File: config.mk
export PLATFORM = sky130hd
export DESIGN_NAME = bresenham_line_stepper
export DESIGN_NICKNAME = d
export VERILOG_FILES = /design/src/hdl/lsp_pkg.sv /design/src/hdl/lsp_front.sv /design/src/hdl/lsp_cmd_queue.sv /design/src/hdl/lsp_back.sv /design/src/hdl/bresenham_line_stepper.sv
export SDC_FILE = /design/constraint.sdc
export NUM_CORES = 1
export LEC_CHECK = 0
export ABC_CLOCK_PERIOD_IN_PS = 16400
export BUFFER_PORTS_ARGS = -buffer_cell sky130_fd_sc_hd__buf_2
export CAP_MARGIN = 20
export CELL_PAD_IN_SITES_DETAIL_PLACEMENT = 1
export CELL_PAD_IN_SITES_GLOBAL_PLACEMENT = 2
export CORE_MARGIN = 2
export CORE_UTILIZATION = 44
export CTS_CLUSTER_DIAMETER = 80
export DETAILED_ROUTE_END_ITERATION = 8
export GPL_TIMING_DRIVEN = 0
export PLACE_DENSITY = 0.95
export SETUP_SLACK_MARGIN = 0.4
export SLEW_MARGIN = 0
export SYNTH_ARGS = -nofsm -noshare
export SYNTH_HDL_FRONTEND = slang
export SYNTH_HIERARCHICAL = 1
export SYNTH_SLANG_ARGS = --single-unit
File: constraint.sdc
create_clock -name i_clk -period 16.4 [get_ports i_clk]
set_clock_uncertainty 0.1 [all_clocks]
set_input_delay 2.46 -clock i_clk [delete_from_list [all_inputs] [get_ports i_clk]]
set_output_delay 2.46 -clock i_clk [all_outputs]
set_load 0.02 [all_outputs]
File: src/hdl/lsp_pkg.sv
// ----------------------------------------------------------------------------
// Line stepper package
// Shared widths, operation codes and the command record passed from the
// front end through the queue to the stepping engine.
// ----------------------------------------------------------------------------
package lsp_pkg;

    localparam int COORD_BITS  = 12;
    localparam int ERR_BITS    = COORD_BITS + 2;
    localparam int QUEUE_DEPTH = 2;
    localparam int QPTR_BITS   = $clog2(QUEUE_DEPTH);
    localparam int QCNT_BITS   = $clog2(QUEUE_DEPTH + 1);

    localparam logic OP_LOAD = 1'b0;
    localparam logic OP_STEP = 1'b1;

    typedef logic signed [COORD_BITS-1:0] t_coord;
    typedef logic        [COORD_BITS-1:0] t_delta;
    typedef logic signed [ERR_BITS-1:0]   t_err;

    // One classified command. Load commands carry the precomputed line setup.
    typedef struct packed {
        logic   op;
        t_coord start_x;
        t_coord start_y;
        t_coord end_x;
        t_coord end_y;
        t_delta abs_dx;
        t_delta abs_dy;
        logic   neg_x;
        logic   neg_y;
        t_err   err_init;
        logic   degenerate;
    } t_cmd;

endpackage

File: src/hdl/lsp_front.sv
// ----------------------------------------------------------------------------
// Line stepper front end
// Classifies each incoming item and, for loads, works out the step
// directions, absolute deltas and initial error term.
// ----------------------------------------------------------------------------
module lsp_front
    import lsp_pkg::*;
(
    input  logic   i_operation,
    input  t_coord i_start_x,
    input  t_coord i_start_y,
    input  t_coord i_end_x,
    input  t_coord i_end_y,
    output t_cmd   o_cmd
);

    logic signed [COORD_BITS:0] dx;
    logic signed [COORD_BITS:0] dy;
    logic signed [COORD_BITS:0] mag_x;
    logic signed [COORD_BITS:0] mag_y;
    t_delta                     abs_dx;
    t_delta                     abs_dy;
    t_err                       half_dx;
    t_err                       half_dy;

    always_comb begin
        dx     = {i_end_x[COORD_BITS-1], i_end_x} - {i_start_x[COORD_BITS-1], i_start_x};
        dy     = {i_end_y[COORD_BITS-1], i_end_y} - {i_start_y[COORD_BITS-1], i_start_y};
        mag_x  = dx[COORD_BITS] ? -dx : dx;
        mag_y  = dy[COORD_BITS] ? -dy : dy;
        abs_dx = mag_x[COORD_BITS-1:0];
        abs_dy = mag_y[COORD_BITS-1:0];
        half_dx = t_err'({2'b00, abs_dx} >> 1);
        half_dy = t_err'({2'b00, abs_dy} >> 1);

        o_cmd.op         = i_operation;
        o_cmd.start_x    = i_start_x;
        o_cmd.start_y    = i_start_y;
        o_cmd.end_x      = i_end_x;
        o_cmd.end_y      = i_end_y;
        o_cmd.abs_dx     = abs_dx;
        o_cmd.abs_dy     = abs_dy;
        o_cmd.neg_x      = !(i_start_x < i_end_x);
        o_cmd.neg_y      = !(i_start_y < i_end_y);
        o_cmd.err_init   = (abs_dx > abs_dy) ? half_dx : -half_dy;
        o_cmd.degenerate = (i_start_x == i_end_x) && (i_start_y == i_end_y);
    end

endmodule

File: src/hdl/lsp_cmd_queue.sv
// ----------------------------------------------------------------------------
// Line stepper command queue
// A short first-in first-out queue that decouples the front end from the
// stepping engine.
// ----------------------------------------------------------------------------
module lsp_cmd_queue
    import lsp_pkg::*;
(
    input  logic i_clk,
    input  logic i_rst_n,
    input  logic i_push,
    input  t_cmd i_cmd,
    output logic o_full,
    input  logic i_pop,
    output t_cmd o_cmd,
    output logic o_empty
);

    t_cmd                 r_mem [QUEUE_DEPTH];
    logic [QPTR_BITS-1:0] r_wr_ptr;
    logic [QPTR_BITS-1:0] r_rd_ptr;
    logic [QCNT_BITS-1:0] r_count;
    logic [QPTR_BITS-1:0] n_wr_ptr;
    logic [QPTR_BITS-1:0] n_rd_ptr;
    logic [QCNT_BITS-1:0] n_count;

    assign o_full  = (r_count == QCNT_BITS'(QUEUE_DEPTH));
    assign o_empty = (r_count == '0);
    assign o_cmd   = r_mem[r_rd_ptr];

    always_comb begin
        n_wr_ptr = r_wr_ptr;
        n_rd_ptr = r_rd_ptr;
        n_count  = r_count;
        if (i_push) begin
            n_wr_ptr = (r_wr_ptr == QPTR_BITS'(QUEUE_DEPTH - 1)) ? '0 : r_wr_ptr + 1'b1;
        end
        if (i_pop) begin
            n_rd_ptr = (r_rd_ptr == QPTR_BITS'(QUEUE_DEPTH - 1)) ? '0 : r_rd_ptr + 1'b1;
        end
        if (i_push && !i_pop) begin
            n_count = r_count + 1'b1;
        end else if (i_pop && !i_push) begin
            n_count = r_count - 1'b1;
        end
    end

    always_ff @(posedge i_clk) begin
        if (!i_rst_n) begin
            r_wr_ptr <= '0;
            r_rd_ptr <= '0;
            r_count  <= '0;
        end else begin
            r_wr_ptr <= n_wr_ptr;
            r_rd_ptr <= n_rd_ptr;
            r_count  <= n_count;
        end
    end

    always_ff @(posedge i_clk) begin
        if (i_push) begin
            r_mem[r_wr_ptr] <= i_cmd;
        end
    end

`ifndef SYNTHESIS
    a_no_push_when_full : assert property (@(posedge i_clk) disable iff (!i_rst_n)
        o_full |-> !i_push)
        else $error("queue written while full");
    a_no_pop_when_empty : assert property (@(posedge i_clk) disable iff (!i_rst_n)
        o_empty |-> !i_pop)
        else $error("queue read while empty");
    a_count_tracks : assert property (@(posedge i_clk) disable iff (!i_rst_n)
        (i_push && !i_pop) |=> (r_count == $past(r_count) + 1'b1))
        else $error("queue count did not advance on a lone push");
`endif

endmodule

File: src/hdl/lsp_back.sv
// ----------------------------------------------------------------------------
// Line stepper engine
// Holds the line state, executes load and step commands one per cycle unless
// the result is stalled, and keeps the result in an output register.
// ----------------------------------------------------------------------------
module lsp_back
    import lsp_pkg::*;
(
    input  logic   i_clk,
    input  logic   i_rst_n,
    input  logic   i_cmd_avail,
    input  t_cmd   i_cmd,
    output logic   o_cmd_pop,
    output logic   o_valid,
    input  logic   i_ready,
    output t_coord o_pixel_x,
    output t_coord o_pixel_y,
    output logic   o_valid_res,
    output logic   o_last
);

    t_coord r_cur_x, r_cur_y, r_target_x, r_target_y;
    logic   r_neg_x, r_neg_y;
    t_delta r_abs_dx, r_abs_dy;
    t_err   r_err;
    logic   r_active;
    logic   r_out_valid;
    t_coord r_out_x, r_out_y;
    logic   r_out_valid_res, r_out_last;

    t_coord n_cur_x, n_cur_y, n_target_x, n_target_y;
    logic   n_neg_x, n_neg_y;
    t_delta n_abs_dx, n_abs_dy;
    t_err   n_err;
    logic   n_active;
    t_coord n_out_x, n_out_y;
    logic   n_out_valid_res, n_out_last;

    logic   pop;
    logic   move_x, move_y;
    t_err   ext_dx, ext_dy;
    logic   at_end;

    assign pop       = i_cmd_avail && (!r_out_valid || i_ready);
    assign o_cmd_pop = pop;
    assign ext_dx    = t_err'({2'b00, r_abs_dx});
    assign ext_dy    = t_err'({2'b00, r_abs_dy});
    // Both decisions look at the error value from before this step.
    assign move_x    = (r_err > -ext_dx);
    assign move_y    = (r_err < ext_dy);

    always_comb begin
        n_cur_x    = r_cur_x;
        n_cur_y    = r_cur_y;
        n_target_x = r_target_x;
        n_target_y = r_target_y;
        n_neg_x    = r_neg_x;
        n_neg_y    = r_neg_y;
        n_abs_dx   = r_abs_dx;
        n_abs_dy   = r_abs_dy;
        n_err      = r_err;
        n_active   = r_active;
        n_out_x    = '0;
        n_out_y    = '0;
        n_out_valid_res = 1'b0;
        n_out_last = 1'b0;
        at_end     = 1'b0;
        case (i_cmd.op)
            OP_LOAD: begin
                n_cur_x    = i_cmd.start_x;
                n_cur_y    = i_cmd.start_y;
                n_target_x = i_cmd.end_x;
                n_target_y = i_cmd.end_y;
                n_neg_x    = i_cmd.neg_x;
                n_neg_y    = i_cmd.neg_y;
                n_abs_dx   = i_cmd.abs_dx;
                n_abs_dy   = i_cmd.abs_dy;
                n_err      = i_cmd.err_init;
                n_active   = !i_cmd.degenerate;
                n_out_x    = i_cmd.start_x;
                n_out_y    = i_cmd.start_y;
                n_out_valid_res = 1'b1;
                n_out_last = i_cmd.degenerate;
            end
            OP_STEP: begin
                if (r_active) begin
                    if (move_x) begin
                        n_cur_x = r_neg_x ? r_cur_x - 1'b1 : r_cur_x + 1'b1;
                    end
                    if (move_y) begin
                        n_cur_y = r_neg_y ? r_cur_y - 1'b1 : r_cur_y + 1'b1;
                    end
                    n_err = r_err - (move_x ? ext_dy : '0) + (move_y ? ext_dx : '0);
                    at_end = (n_cur_x == r_target_x) && (n_cur_y == r_target_y);
                    n_active = !at_end;
                    n_out_x  = n_cur_x;
                    n_out_y  = n_cur_y;
                    n_out_valid_res = 1'b1;
                    n_out_last = at_end;
                end
            end
            default: begin
                n_active = r_active;
            end
        endcase
    end

    always_ff @(posedge i_clk) begin
        if (!i_rst_n) begin
            r_cur_x         <= '0;
            r_cur_y         <= '0;
            r_target_x      <= '0;
            r_target_y      <= '0;
            r_neg_x         <= 1'b0;
            r_neg_y         <= 1'b0;
            r_abs_dx        <= '0;
            r_abs_dy        <= '0;
            r_err           <= '0;
            r_active        <= 1'b0;
            r_out_valid     <= 1'b0;
            r_out_x         <= '0;
            r_out_y         <= '0;
            r_out_valid_res <= 1'b0;
            r_out_last      <= 1'b0;
        end else begin
            if (pop) begin
                r_cur_x         <= n_cur_x;
                r_cur_y         <= n_cur_y;
                r_target_x      <= n_target_x;
                r_target_y      <= n_target_y;
                r_neg_x         <= n_neg_x;
                r_neg_y         <= n_neg_y;
                r_abs_dx        <= n_abs_dx;
                r_abs_dy        <= n_abs_dy;
                r_err           <= n_err;
                r_active        <= n_active;
                r_out_valid     <= 1'b1;
                r_out_x         <= n_out_x;
                r_out_y         <= n_out_y;
                r_out_valid_res <= n_out_valid_res;
                r_out_last      <= n_out_last;
            end else if (i_ready) begin
                r_out_valid     <= 1'b0;
            end
        end
    end

    assign o_valid     = r_out_valid;
    assign o_pixel_x   = r_out_x;
    assign o_pixel_y   = r_out_y;
    assign o_valid_res = r_out_valid_res;
    assign o_last      = r_out_last;

`ifndef SYNTHESIS
    a_active_not_at_end : assert property (@(posedge i_clk) disable iff (!i_rst_n)
        r_active |-> !((r_cur_x == r_target_x) && (r_cur_y == r_target_y)))
        else $error("line still active at its end point");
    a_last_is_target : assert property (@(posedge i_clk) disable iff (!i_rst_n)
        (r_out_valid && r_out_last) |->
            ((r_out_x == r_target_x) && (r_out_y == r_target_y)))
        else $error("last pixel differs from the end point");
    a_idle_result_zero : assert property (@(posedge i_clk) disable iff (!i_rst_n)
        (r_out_valid && !r_out_valid_res) |->
            ((r_out_x == '0) && (r_out_y == '0) && !r_out_last))
        else $error("idle step result carries nonzero fields");
    a_no_pop_on_stall : assert property (@(posedge i_clk) disable iff (!i_rst_n)
        (r_out_valid && !i_ready) |-> !pop)
        else $error("command consumed while the result is stalled");
`endif

endmodule

File: src/hdl/bresenham_line_stepper.sv
// ----------------------------------------------------------------------------
// Bresenham line stepper
// All-octant integer line generator: a load transfer sets up a line and
// returns its start pixel, each step transfer returns the next pixel.
// ----------------------------------------------------------------------------
// The block accepts one item per clock cycle while the queue has space and
// returns exactly one result per item, in order. A load item (operation 0)
// latches signed start and end points and answers with the start pixel;
// each step item (operation 1) advances one pixel and answers with it, and
// last is set on the pixel that equals the end point, after which the line
// is inactive. A step with no active line answers with valid_res low and all
// other fields zero. When neither side stalls the sustained rate is one
// transfer per cycle in both directions: the stepping engine does its two
// error compares and adds combinationally. An item is registered first in
// the command queue and then in the output register. The two-entry queue
// and the output register let either side stall without stopping the other
// at once.
// ----------------------------------------------------------------------------
module bresenham_line_stepper
    import lsp_pkg::*;
(
    input  logic   i_clk,
    input  logic   i_rst_n,
    // Input channel.
    input  logic   i_valid,
    output logic   o_ready,
    input  logic   i_operation,
    input  t_coord i_start_x,
    input  t_coord i_start_y,
    input  t_coord i_end_x,
    input  t_coord i_end_y,
    // Result channel.
    output logic   o_valid,
    input  logic   i_ready,
    output t_coord o_pixel_x,
    output t_coord o_pixel_y,
    output logic   o_valid_res,
    output logic   o_last
);

    t_cmd front_cmd;
    t_cmd queue_cmd;
    logic queue_full;
    logic queue_empty;
    logic queue_pop;
    logic push;

    // The front end only needs space in the queue to take a transfer.
    assign o_ready = !queue_full;
    assign push    = i_valid && !queue_full;

    // Decode the item and precompute the line setup for loads.
    lsp_front u_front (
        .i_operation (i_operation),
        .i_start_x   (i_start_x),
        .i_start_y   (i_start_y),
        .i_end_x     (i_end_x),
        .i_end_y     (i_end_y),
        .o_cmd       (front_cmd)
    );

    // Short queue between the front end and the stepping engine.
    lsp_cmd_queue u_queue (
        .i_clk   (i_clk),
        .i_rst_n (i_rst_n),
        .i_push  (push),
        .i_cmd   (front_cmd),
        .o_full  (queue_full),
        .i_pop   (queue_pop),
        .o_cmd   (queue_cmd),
        .o_empty (queue_empty)
    );

    // The engine holds the line state and the registered result.
    lsp_back u_back (
        .i_clk       (i_clk),
        .i_rst_n     (i_rst_n),
        .i_cmd_avail (!queue_empty),
        .i_cmd       (queue_cmd),
        .o_cmd_pop   (queue_pop),
        .o_valid     (o_valid),
        .i_ready     (i_ready),
        .o_pixel_x   (o_pixel_x),
        .o_pixel_y   (o_pixel_y),
        .o_valid_res (o_valid_res),
        .o_last      (o_last)
    );

endmodule

==> reports/summary.txt, run 1 <==
WP data required: 16.56 ns
part of the power in registers: 0.266
largest family of logic cells by synthesized area: compound AO/OA/AOI/OAI gates
Synth Register Bits: 301
vias: 14100
total global-route track usage: 0.274
# diodes: 0
Final period util: 0.518
CP startpoint kind: input port
Hold Buf Count CTS: 0
Comb pwr share: 0.554
mux share of post-synthesis cell area: 0.0736
Num CTS Buffers: 34
pwr dens: 217 mW/mm^2
unrepaired setup endpoints after global routing: false
share of the synthesized area in the top cell type: 0.303
critical path arrival: 8.65 ns
global route overflow: 0
Final Max Slew Viols: 0
final cell area excluding filler cells: 0.0201 sq mm
compound-gate portion of the synthesized area: 0.146
status: finished, final reports clean
register cell area after layout: 0.00783 sq mm
CTS tree: built
Post-CTS Setup Inserts: 0
clk sinks: 301
Ys Warns: 6
slowest CP cell: a21oi_1
Skew-Pair Late Insertion Delay: 0.54 ns
Core Box Area: 0.0399 sq mm
largest net degree at the start of global routing: 65
htree depth: 2
Die Ht: 205 um
Area after DPL: 0.0190 sq mm
count leader, synth: nand2_1
number of routed nets with antenna violations: 0
Iteration-0 DRC Markers: 1150
P_int: 2.38 mW
final setup violation count: 0
vias per cell: 5.77
Ports: 81
global placer's final weighted congestion: 0.903
global-route wire length before repair: 87.7 mm
setup TNS: 0 ns
peak supply drop: 0.0924 mV
Reg clk slew, reported paths: 0.06 ns
Detail Placement HPWL: 43.5 mm
post-synth top area cell: edfxtp_1
sequential-to-total area share from yosys stat: 0.439
xor/xnor share of the synthesized area: 0.0562
Die Width: 205 um
maximum clock frequency: 0.118 GHz
worst slew pin tran: 0.924 ns
multi-input logic area: 0.00878 sq mm
# rows: 73
vias in the first global route: 14800
fillers: 4427
CTS max path bufs: 3
final wirelength: 57.2 mm
crit end category: flop
switch share: 0.455
ys flop type: edfxtp_1
Post-Synth Adder-Cell Area: 0.0881
area growth from synthesis to layout: 12.8%
# nets final: 2064
CP Class: in -> reg
CP Max Fanout: 10
# resized after CTS: 0
DR pass1 iterations: 5
die area: 0.0422 sq mm
Synth cell types: 101
EDFF count, synth: 180
fin crit period: 8.49 ns
DRC: 0
IO Port Bufs: 79
fraction of registers with async set/reset: 0
Simple-Gate Fraction of Synth Area: 0.128
Rel. slew slack: 0.379
share of cells above drive strength 1: 0.178
CP Cell Sequence: buf_2 -> ha_1 -> fa_1 -> nand2b_1 -> a211oi_1 -> o221ai_1 -> o22ai_1 -> clkbuf_1 -> nor2_1 -> a21oi_1 -> ha_1 -> nor2b_1 -> o21a_1 -> o21ai_0 -> a211oi_1 -> o31a_1 -> o31ai_1 -> a31oi_1 -> o22ai_1 -> nand3_1 -> a21oi_2 -> buf_6 -> a21boi_0
max cap viols: 0
Hold WC Path Type: reg -> reg
placed instance count: 2384
Avg WL per Cell: 23.4 um
initial antenna violation count: 0
final cell count without fillers: 2446
most frequent cells after synthesis: nand2_1 (201), edfxtp_1 (180), a21oi_1 (151)
Mapped Area: 0.0178 sq mm
Sw Pwr: 1.98 mW
Clk Tree Root Cell: clkbuf_16
Initial Util: 0.447
Mapped Nets: 1945
Synth area leaders: edfxtp_1 (30%), dfxtp_1 (14%), ha_1 (7.0%), mux2_2 (5.9%), a21oi_1 (4.2%)
clock share of power: 0.180
P_leak: 7.85 nW
CP max stage delay: 0.56 ns
Mean Syn Cell Area: 10.0 sq um
final hold vios: 0
Cells after Synth: 1776
## path summary, 6_finish.rpt
| kind | from | end | slack (ns) | cells after the start |
|---|---|---|---|---|
| worst min register to register | u_back/o_pixel_x[1]$_SDFFE_PN0P_ | u_back/o_pixel_x[1]$_SDFFE_PN0P_ | 0.35 | 2 |
| worst min-delay path | u_back/o_pixel_x[1]$_SDFFE_PN0P_ | u_back/o_pixel_x[1]$_SDFFE_PN0P_ | 0.35 | 2 |
| worst max register to register | u_back/r_abs_dx[3]$_SDFFE_PN0P_ | u_back/r_err[13]$_SDFFE_PN0P_ | 8.12 | 25 |
| worst max-delay path | i_start_x[0] | u_queue/r_mem[0][14]$_DFFE_PP_ | 7.91 | 23 |
## power groups by stage
stage / clock network, mW / logic, mW / registers, mW
2_1_floorplan: 0 / 1.65 / 1.14
3_3_place_gp: 0 / 2.25 / 1.16
3_5_place_dp: 0 / 2.36 / 1.17
4_1_cts: 0.792 / 2.40 / 1.16
5_1_grt: 0.817 / 2.65 / 1.18
6_report: 0.784 / 2.42 / 1.16
## layer usage
layer / GRT usage / wire length [um]
met1: 0.363 / 24700
met2: 0.472 / 27700
met3: 0.0295 / 3330
met4: 0.0850 / 1470
met5: 0 / 0
## sequential cells by signal, summed over array words and instances (netlist names), 2 cells and up, named ones only
signal	count
u_queue/r_mem	180
u_back/r_err	14
u_back/o_pixel_x	12
u_back/o_pixel_y	12
u_back/r_abs_dx	12
u_back/r_abs_dy	12
u_back/r_cur_x	12
u_back/r_cur_y	12
u_back/r_target_x	12
u_back/r_target_y	12
u_queue/r_count	2
## area by class of cell
cell class | count | area share
multi-input cells | 1226 | 0.436
flip-flops and latches | 301 | 0.389
clock buffers | 46 | 0.0488
plain buffers | 121 | 0.0377
well taps | 525 | 0.0326
repair buffers | 83 | 0.0240
inverters | 128 | 0.0239
clock inverters | 16 | 0.00789
## metrics by stage
| step | hold WS [ns] | util | setup slack, ns | power (mW) |
|---|---|---|---|---|
| 5_1_grt | 0.377 | 0.504 | 7.56 | 4.65 |
| 3_5_place_dp | 0.351 | 0.476 | 7.45 | 3.53 |
| 2_1_floorplan | 0.336 | - | 9.04 | 2.80 |
| 4_1_cts | 0.359 | 0.504 | 7.96 | 4.35 |
| 3_3_place_gp | 0.343 | 0.473 | 6.68 | 3.41 |
| 6_report | 0.354 | 0.504 | 7.91 | 4.36 |
## logic make-up (layout without fill, tap and decap cells)
logic type / after synthesis / in the layout
AO/OA/AOI/OAI: 391 / 391
buffers and inverters: 249 / 394
flip-flops: 301 / 301
multiplexers: 116 / 116
AND/OR/NAND/NOR: 491 / 491
adder cells (fa/ha/maj): 116 / 116
XOR/XNOR: 112 / 112
## cells in the final DEF (no fill, tap or decap), types with 18 or more instances in the layout
cell / instances
a211oi_1: 23
a21oi_1: 151
buf_2: 83
buf_4: 52
clkbuf_1: 53
clkbuf_16: 36
dfxtp_1: 121
edfxtp_1: 180
ha_1: 100
inv_1: 124
mux2_2: 93
nand2_1: 201
nand2b_1: 18
nand3_1: 30
nor2_1: 119
nor3_1: 19
o211ai_1: 27
o21ai_0: 40
xnor2_1: 66
xor2_1: 43
## critical path: cells and delay by family
| kind | cells | cell delay (ns) |
|---|---|---|
| simple gates | 4 | 0.59 |
| buf+inv | 3 | 0.76 |
| fa+ha+maj | 3 | 1.03 |
| compound gates | 13 | 3.78 |
No activity file was read; power rests on OpenSTA's default activity.
==> inputs of run 2 (changes only) <==
ABC_CLOCK_PERIOD_IN_PS = 8600   (was 16400)
CORE_UTILIZATION = 41   (was 44)
PLACE_DENSITY = 0.92   (was 0.95)
clock period = 8.6 ns   (was 16.4 ns; I/O delays follow)
==> reports/summary.txt, run 2 (synthesized netlist as in run 1, its figures left out) <==
status: finished, final reports clean
# nets final: 2065 (+0.048%)
Final Max Slew Viols: 0 (unchanged)
Sw Pwr: 3.77 mW (+90%)
CP startpoint kind: flop
Hold WC Path Type: reg -> reg
die area: 0.0452 sq mm (+7.2%)
dpl ws: 0.0694 ns (-7.38 ns)
clk sinks: 301 (unchanged)
Hold Path End: u_back/o_pixel_x[5]$_SDFFE_PN0P_
CP top delay family: compound AO/OA/AOI/OAI gates
P_leak: 7.89 nW (+0.50%)
Iteration-0 DRC Markers: 979 (-15%)
Die Ht: 213 um (+3.5%)
critical path arrival: 7.91 ns (-0.74 ns)
reg2reg start: u_back/r_abs_dx[2]$_SDFFE_PN0P_
initial antenna violation count: 2 (+2)
unrepaired setup endpoints after global routing: false
commonest non-fill, non-tap cell in the layout: nand2_1
global-route wire length before repair: 84.9 mm (-3.3%)
Critical R2R Capture: u_back/r_err[13]$_SDFFE_PN0P_
final setup margin: 1.03 ns (-6.88 ns)
area growth from synthesis to layout: 13.7%
htree depth: 2 (unchanged)
part of the power in registers: 0.262 (-0.004)
final hold vios: 0 (unchanged)
max cap viols: 0 (unchanged)
pwr dens: 414 mW/mm^2 (+91%)
Die Width: 213 um (+3.5%)
# rows: 76 (+4.1%)
CTS max path bufs: 3 (unchanged)
Initial Util: 0.415 (-0.0319)
fin crit period: 7.57 ns
vias per cell: 5.57 (-3.4%)
Final period util: 0.881
final setup violation count: 0 (unchanged)
total global-route track usage: 0.249 (-0.0253)
peak supply drop: 0.223 mV (+140%)
Most flops, register: u_queue/r_mem
Comb pwr share: 0.555 (about the same)
most frequent cells in the layout: nand2_1 (201), edfxtp_1 (180), a21oi_1 (151), inv_1 (124), dfxtp_1 (121)
crit end category: flop
Num CTS Buffers: 35 (+2.9%)
largest net degree at the start of global routing: 63 (-3.1%)
Hold Path Depth: 2 (unchanged)
Hold Buf Count CTS: 0 (unchanged)
CP Class: reg -> reg
number of routed nets with antenna violations: 0 (unchanged)
# diodes: 0 (unchanged)
Area after DPL: 0.0191 sq mm (+0.39%)
global placer's final weighted congestion: 0.900 (-0.43%)
vias in the first global route: 14500 (-1.9%)
Worst R2R Path Depth: 25 (unchanged)
max reg flops: 180 (unchanged)
Core Box Area: 0.0430 sq mm (+7.7%)
switch share: 0.450 (-0.00516)
worst slew pin tran: 0.949 ns (+0.0249 ns)
IO Port Bufs: 79 (unchanged)
Ports: 81 (unchanged)
Detail Placement HPWL: 43.9 mm (+0.73%)
CP max stage delay: 0.62 ns (+0.06 ns)
DRC: 0 (unchanged)
maximum clock frequency: 0.132 GHz
final cell area excluding filler cells: 0.0203 sq mm (+0.76%)
Top Registers: u_queue/r_mem: 180 flops, u_back/r_err: 14 flops
Skew-Pair Late Insertion Delay: 0.52 ns (-0.02 ns)
Post-CTS Setup Inserts: 0 (unchanged)
P_int: 4.62 mW (+94%)
critical path's most frequent cell: o21ai_0
clock share of power: 0.183 (+0.003)
# resized after CTS: 3 (+3)
Clk Tree Root Cell: clkbuf_16
WP data required: 8.94 ns (-7.62 ns)
Rel. slew slack: 0.367 (-0.0122)
slowest CP cell: o41ai_4
CTS tree: built
final wirelength: 56.0 mm (-2.2%)
Reg clk slew, reported paths: 0.05 ns (about the same)
share of cells above drive strength 1: 0.179 (+0.00190)
CP Max Fanout: 10 (unchanged)
fillers: 4890 (+10%)
global route overflow: 0 (unchanged)
Avg WL per Cell: 22.3 um (-4.6%)
vias: 14000 (-0.95%)
Buf/Inv on CP: 3 (unchanged)
FF-to-FF setup slack: 1.03 ns (-7.09 ns)
min-delay src: u_back/o_pixel_x[5]$_SDFFE_PN0P_
DR pass1 iterations: 7 (+2)
## run 2: changes by cell type in the layout (fill, tap and decap cells not counted), sizes merged
| cell | before | now |
|---|---|---|
| bufinv | 2 | 4 |
| clkbuf | 94 | 95 |
| clkinv | 11 | 10 |
| clkinvlp | 2 | 3 |
| inv | 129 | 128 |
## run 2: area by class of cell
class / instances / area (sq um) / share of cell area
Buffer: 121 / 762 / 0.0376
Sequential cell: 301 / 7830 / 0.386
Tap cell: 585 / 732 / 0.0361
Clock buffer: 47 / 983 / 0.0485
Clock inverter: 17 / 214 / 0.0105
Multi-Input combinational cell: 1226 / 8800 / 0.434
Inverter: 128 / 480 / 0.0237
Timing Repair Buffer: 83 / 483 / 0.0238
## run 2: how the worst max path moves through the flow
| stage | startpoint | to | slack [ns] | cells past startpoint |
|---|---|---|---|---|
| after floorplan | u_back/r_abs_dx[2]$_SDFFE_PN0P_ | u_back/r_err[11]$_SDFFE_PN0P_ | 2.22 | 25 |
| after global placement | i_valid | u_queue/r_mem[0][86]$_DFFE_PP_ | -0.005 | 3 |
| after detailed placement | u_back/r_abs_dx[2]$_SDFFE_PN0P_ | u_back/r_err[13]$_SDFFE_PN0P_ | 0.07 | 25 |
| after CTS | u_back/r_abs_dx[2]$_SDFFE_PN0P_ | u_back/r_err[13]$_SDFFE_PN0P_ | 0.53 | 25 |
| after global routing | u_back/r_abs_dx[2]$_SDFFE_PN0P_ | u_back/r_err[13]$_SDFFE_PN0P_ | 0.47 | 25 |
| final | u_back/r_abs_dx[2]$_SDFFE_PN0P_ | u_back/r_err[13]$_SDFFE_PN0P_ | 1.03 | 25 |
## run 2: worst min-delay path, delay by kind of cell (launching register included)
kind | cells | cell delay (ns)
AOI/OAI and AO/OA | 1 | 0.05
DFF | 1 | 0.30
and+or+nand+nor | 1 | 0.05
## run 2: per-stage QoR
step	power [mW]	instances	hold WS (ns)	utilization	setup TNS [ns]
2_1_floorplan	5.34	1776	0.336	-	0
6_report	8.39	2508	0.353	0.472	0
3_3_place_gp	6.61	2440	0.344	0.441	-0.0850
3_5_place_dp	6.78	2444	0.345	0.444	0
4_1_cts	8.39	2508	0.352	0.472	0
5_1_grt	8.97	2508	0.363	0.472	0
## run 2: metal layers
metal	part of all wire	vias to the layer above	routed length [um]	track usage
li1	-	6531	-	-
met1	0.45	6982	24900	0.330
met2	0.48	375	26700	0.420
met4	0.028	2	1560	0.0769
met3	0.049	84	2760	0.0356
met5	0.00023	-	13	0
## run 2: power groups by stage
stage	registers, mW	clock network (mW)	logic [mW]
final	2.20	1.53	4.65
after global routing	2.24	1.61	5.12
after CTS	2.20	1.56	4.62
after detailed placement	2.23	0	4.55
after global placement	2.22	0	4.39
after floorplan	2.18	0	3.16
==> inputs of run 3 (changes only) <==
ABC_AREA = 1   (was not set)
CORE_UTILIZATION = 39   (was 41)
PLACE_DENSITY = 0.91   (was 0.92)
==> reports/summary.txt, run 3 <==
status: complete, but fails checks
failing checks: DRC
share of cells above drive strength 1: 0.155 (-0.0247)
final setup violation count: 0 (unchanged)
area growth from synthesis to layout: 12.8%
# resized after CTS: 0 (-3)
CTS tree: built
DR pass1 iterations: 8 (+1)
ys flop type: edfxtp_1
clk sinks: 301 (unchanged)
Ports: 81 (unchanged)
Die Ht: 222 um (+4.2%)
htree depth: 2 (unchanged)
global placer's final weighted congestion: 0.875 (-2.8%)
crit end category: flop
Tot Pwr: 8.51 mW (+1.5%)
final hold vios: 0 (unchanged)
fraction of registers with async set/reset: 0 (unchanged)
final setup margin: 1.84 ns (+0.815 ns)
most frequent cells after synthesis: nand2_1 (476), inv_1 (287), edfxtp_1 (180)
maximum clock frequency: 0.148 GHz (+12%)
Hold WC Path Type: reg -> reg
unrepaired setup endpoints after global routing: false
pwr dens: 408 mW/mm^2 (-1.2%)
post-synth top area cell: edfxtp_1
die area: 0.0491 sq mm (+8.7%)
max reg flops: 180 (unchanged)
Final period util: 0.786 (-0.0948)
Ys Warns: 6 (unchanged)
Mapped Area: 0.0185 sq mm (+3.5%)
count leader, synth: nand2_1
Avg WL per Cell: 19.8 um (-11%)
Rel. slew slack: 0.419 (+0.0516)
EDFF count, synth: 180 (unchanged)
# rows: 79 (+3.9%)
vias in the first global route: 15700 (+8.4%)
# nets final: 2405 (+16%)
Detail Placement HPWL: 45.5 mm (+3.8%)
Reg clk slew, reported paths: 0.06 ns (about the same)
dpl ws: 1.83 ns (+1.76 ns)
Final Max Slew Viols: 0 (unchanged)
vias per cell: 5.17 (-7.2%)
fillers: 5549 (+13%)
WP data required: 8.87 ns (-0.07 ns)
Num CTS Buffers: 34 (-2.9%)
max cap viols: 0 (unchanged)
CP Class: reg -> reg
peak supply drop: 0.161 mV (-28%)
IO Port Bufs: 79 (unchanged)
CP max stage delay: 0.54 ns (-0.08 ns)
Synth cell types: 49 (-51%)
Skew-Pair Late Insertion Delay: 0.53 ns (about the same)
share of the synthesized area in the top cell type: 0.293 (-0.0103)
vias: 14800 (+6.1%)
Post-CTS Setup Inserts: 0 (unchanged)
Iteration-0 DRC Markers: 871 (-11%)
global route overflow: 0 (unchanged)
worst slew pin tran: 0.870 ns (-0.0794 ns)
commonest non-fill, non-tap cell in the layout: nand2_1
global-route wire length before repair: 88.2 mm (+3.9%)
total global-route track usage: 0.230 (-0.0195)
Mean Syn Cell Area: 8.72 sq um (-13%)
Top Registers: u_queue/r_mem: 180 flops, u_back/r_err: 14 flops
most frequent cells in the layout: nand2_1 (476), inv_1 (286), edfxtp_1 (180), a21oi_1 (168), nor2_1 (147)
CP Max Fanout: 10 (unchanged)
number of routed nets with antenna violations: 0 (unchanged)
Initial Util: 0.396 (-0.0192)
final wirelength: 56.7 mm (+1.4%)
DRC: 5 (+5)
Die Width: 222 um (+4.2%)
Hold Buf Count CTS: 0 (unchanged)
Mapped Nets: 2287 (+18%)
Core Box Area: 0.0467 sq mm (+8.5%)
Cells after Synth: 2118 (+19%)
sequential-to-total area share from yosys stat: 0.424 (-0.0150)
fin crit period: 6.76 ns (-0.815 ns)
Synth area leaders: edfxtp_1 (29%), dfxtp_1 (13%), nand2_1 (9.7%), mux2_4 (7.3%), ha_1 (6.8%)
setup TNS: 0 ns (unchanged)
Most flops, register: u_queue/r_mem
initial antenna violation count: 0 (-2)
CP startpoint kind: flop
P_leak: 9.48 nW (+20%)
CTS max path bufs: 3 (unchanged)
Synth Register Bits: 301 (unchanged)
# diodes: 0 (unchanged)
largest net degree at the start of global routing: 66 (+4.8%)
Clk Tree Root Cell: clkbuf_16
slowest CP cell: fa_1
critical path arrival: 7.02 ns (-0.89 ns)
critical path's most frequent cell: nand2_1
run 3: cell types whose count changed after synthesis, sizes merged, moves of 19 or more:
| cell | before | now |
|---|---|---|
| inv | 126 | 292 |
| nand3 | 31 | 148 |
| nand2b | 19 | 0 |
| a211oi | 24 | 4 |
| nand2 | 201 | 500 |
| nor2 | 121 | 161 |
| o211ai | 27 | 3 |
| xnor2 | 67 | 6 |
| o21ai | 48 | 94 |
run 3: worst paths after layout:
check | from | end | slack (ns) | depth (start not counted)
worst max-delay path | u_back/r_abs_dx[0]$_SDFFE_PN0P_ | u_back/r_err[13]$_SDFFE_PN0P_ | 1.84 | 34
worst min-delay path | u_back/o_pixel_x[9]$_SDFFE_PN0P_ | u_back/o_pixel_x[9]$_SDFFE_PN0P_ | 0.36 | 2
worst max register to register | u_back/r_abs_dx[0]$_SDFFE_PN0P_ | u_back/r_err[13]$_SDFFE_PN0P_ | 1.84 | 34
worst min register to register | u_back/o_pixel_x[9]$_SDFFE_PN0P_ | u_back/o_pixel_x[9]$_SDFFE_PN0P_ | 0.36 | 2
run 3: through the flow:
step	hold slack (ns)	instances	utilization	instance area (sq um)
finish	0.361	2869	0.447	20800
global route	0.386	2869	0.447	20800
CTS	0.364	2869	0.447	20800
detailed placement	0.355	2807	0.422	19700
global placement	0.353	2804	0.421	19600
floorplan	0.336	2118	-	18500
run 3: cells by family (layout without fill, tap and decap cells):
family | after synthesis | after routing | synth area share
buffers and inverters | 403 | 547 | 0.104
adders and majority gates | 116 | 116 | 0.0851
xor gates and xnor gates | 49 | 49 | 0.0236
muxes | 90 | 90 | 0.0732
AOI/OAI and AO/OA | 301 | 301 | 0.0892
DFF | 301 | 301 | 0.424
and+or+nand+nor | 858 | 858 | 0.202
run 3: worst max-delay path, delay by kind of cell (launching register included):
kind                       cells  cell delay (ns)
AOI/OAI and AO/OA              9             1.77
xor gates and xnor gates       1             0.17
adders and majority gates      3             1.19
buffers and inverters          4             0.74
DFF                            1             0.34
and+or+nand+nor               17             2.27
run 3: layer usage:
layer	GRT usage	part of all wire
met5	0	0
met4	0.0822	0.034
met3	0.0253	0.035
met2	0.390	0.47
met1	0.303	0.46
run 3: layout make-up:
cell class	instances	area, sq um	share of cell area
Clock buffer	53	1040	0.0501
Sequential cell	301	7830	0.376
Clock inverter	9	95.1	0.00456
Inverter	292	1100	0.0527
Multi-Input combinational cell	1414	8740	0.419
Buffer	111	816	0.0391
Tap cell	607	759	0.0364
Timing Repair Buffer	82	463	0.0222
run 3: report_power, final:
part	switching (mW)	leakage [nW]	internal (mW)	total [mW]
clock network	0.596	0.561	0.872	1.47
registers	0.213	2.67	1.96	2.18
logic	3.12	6.25	1.75	4.87
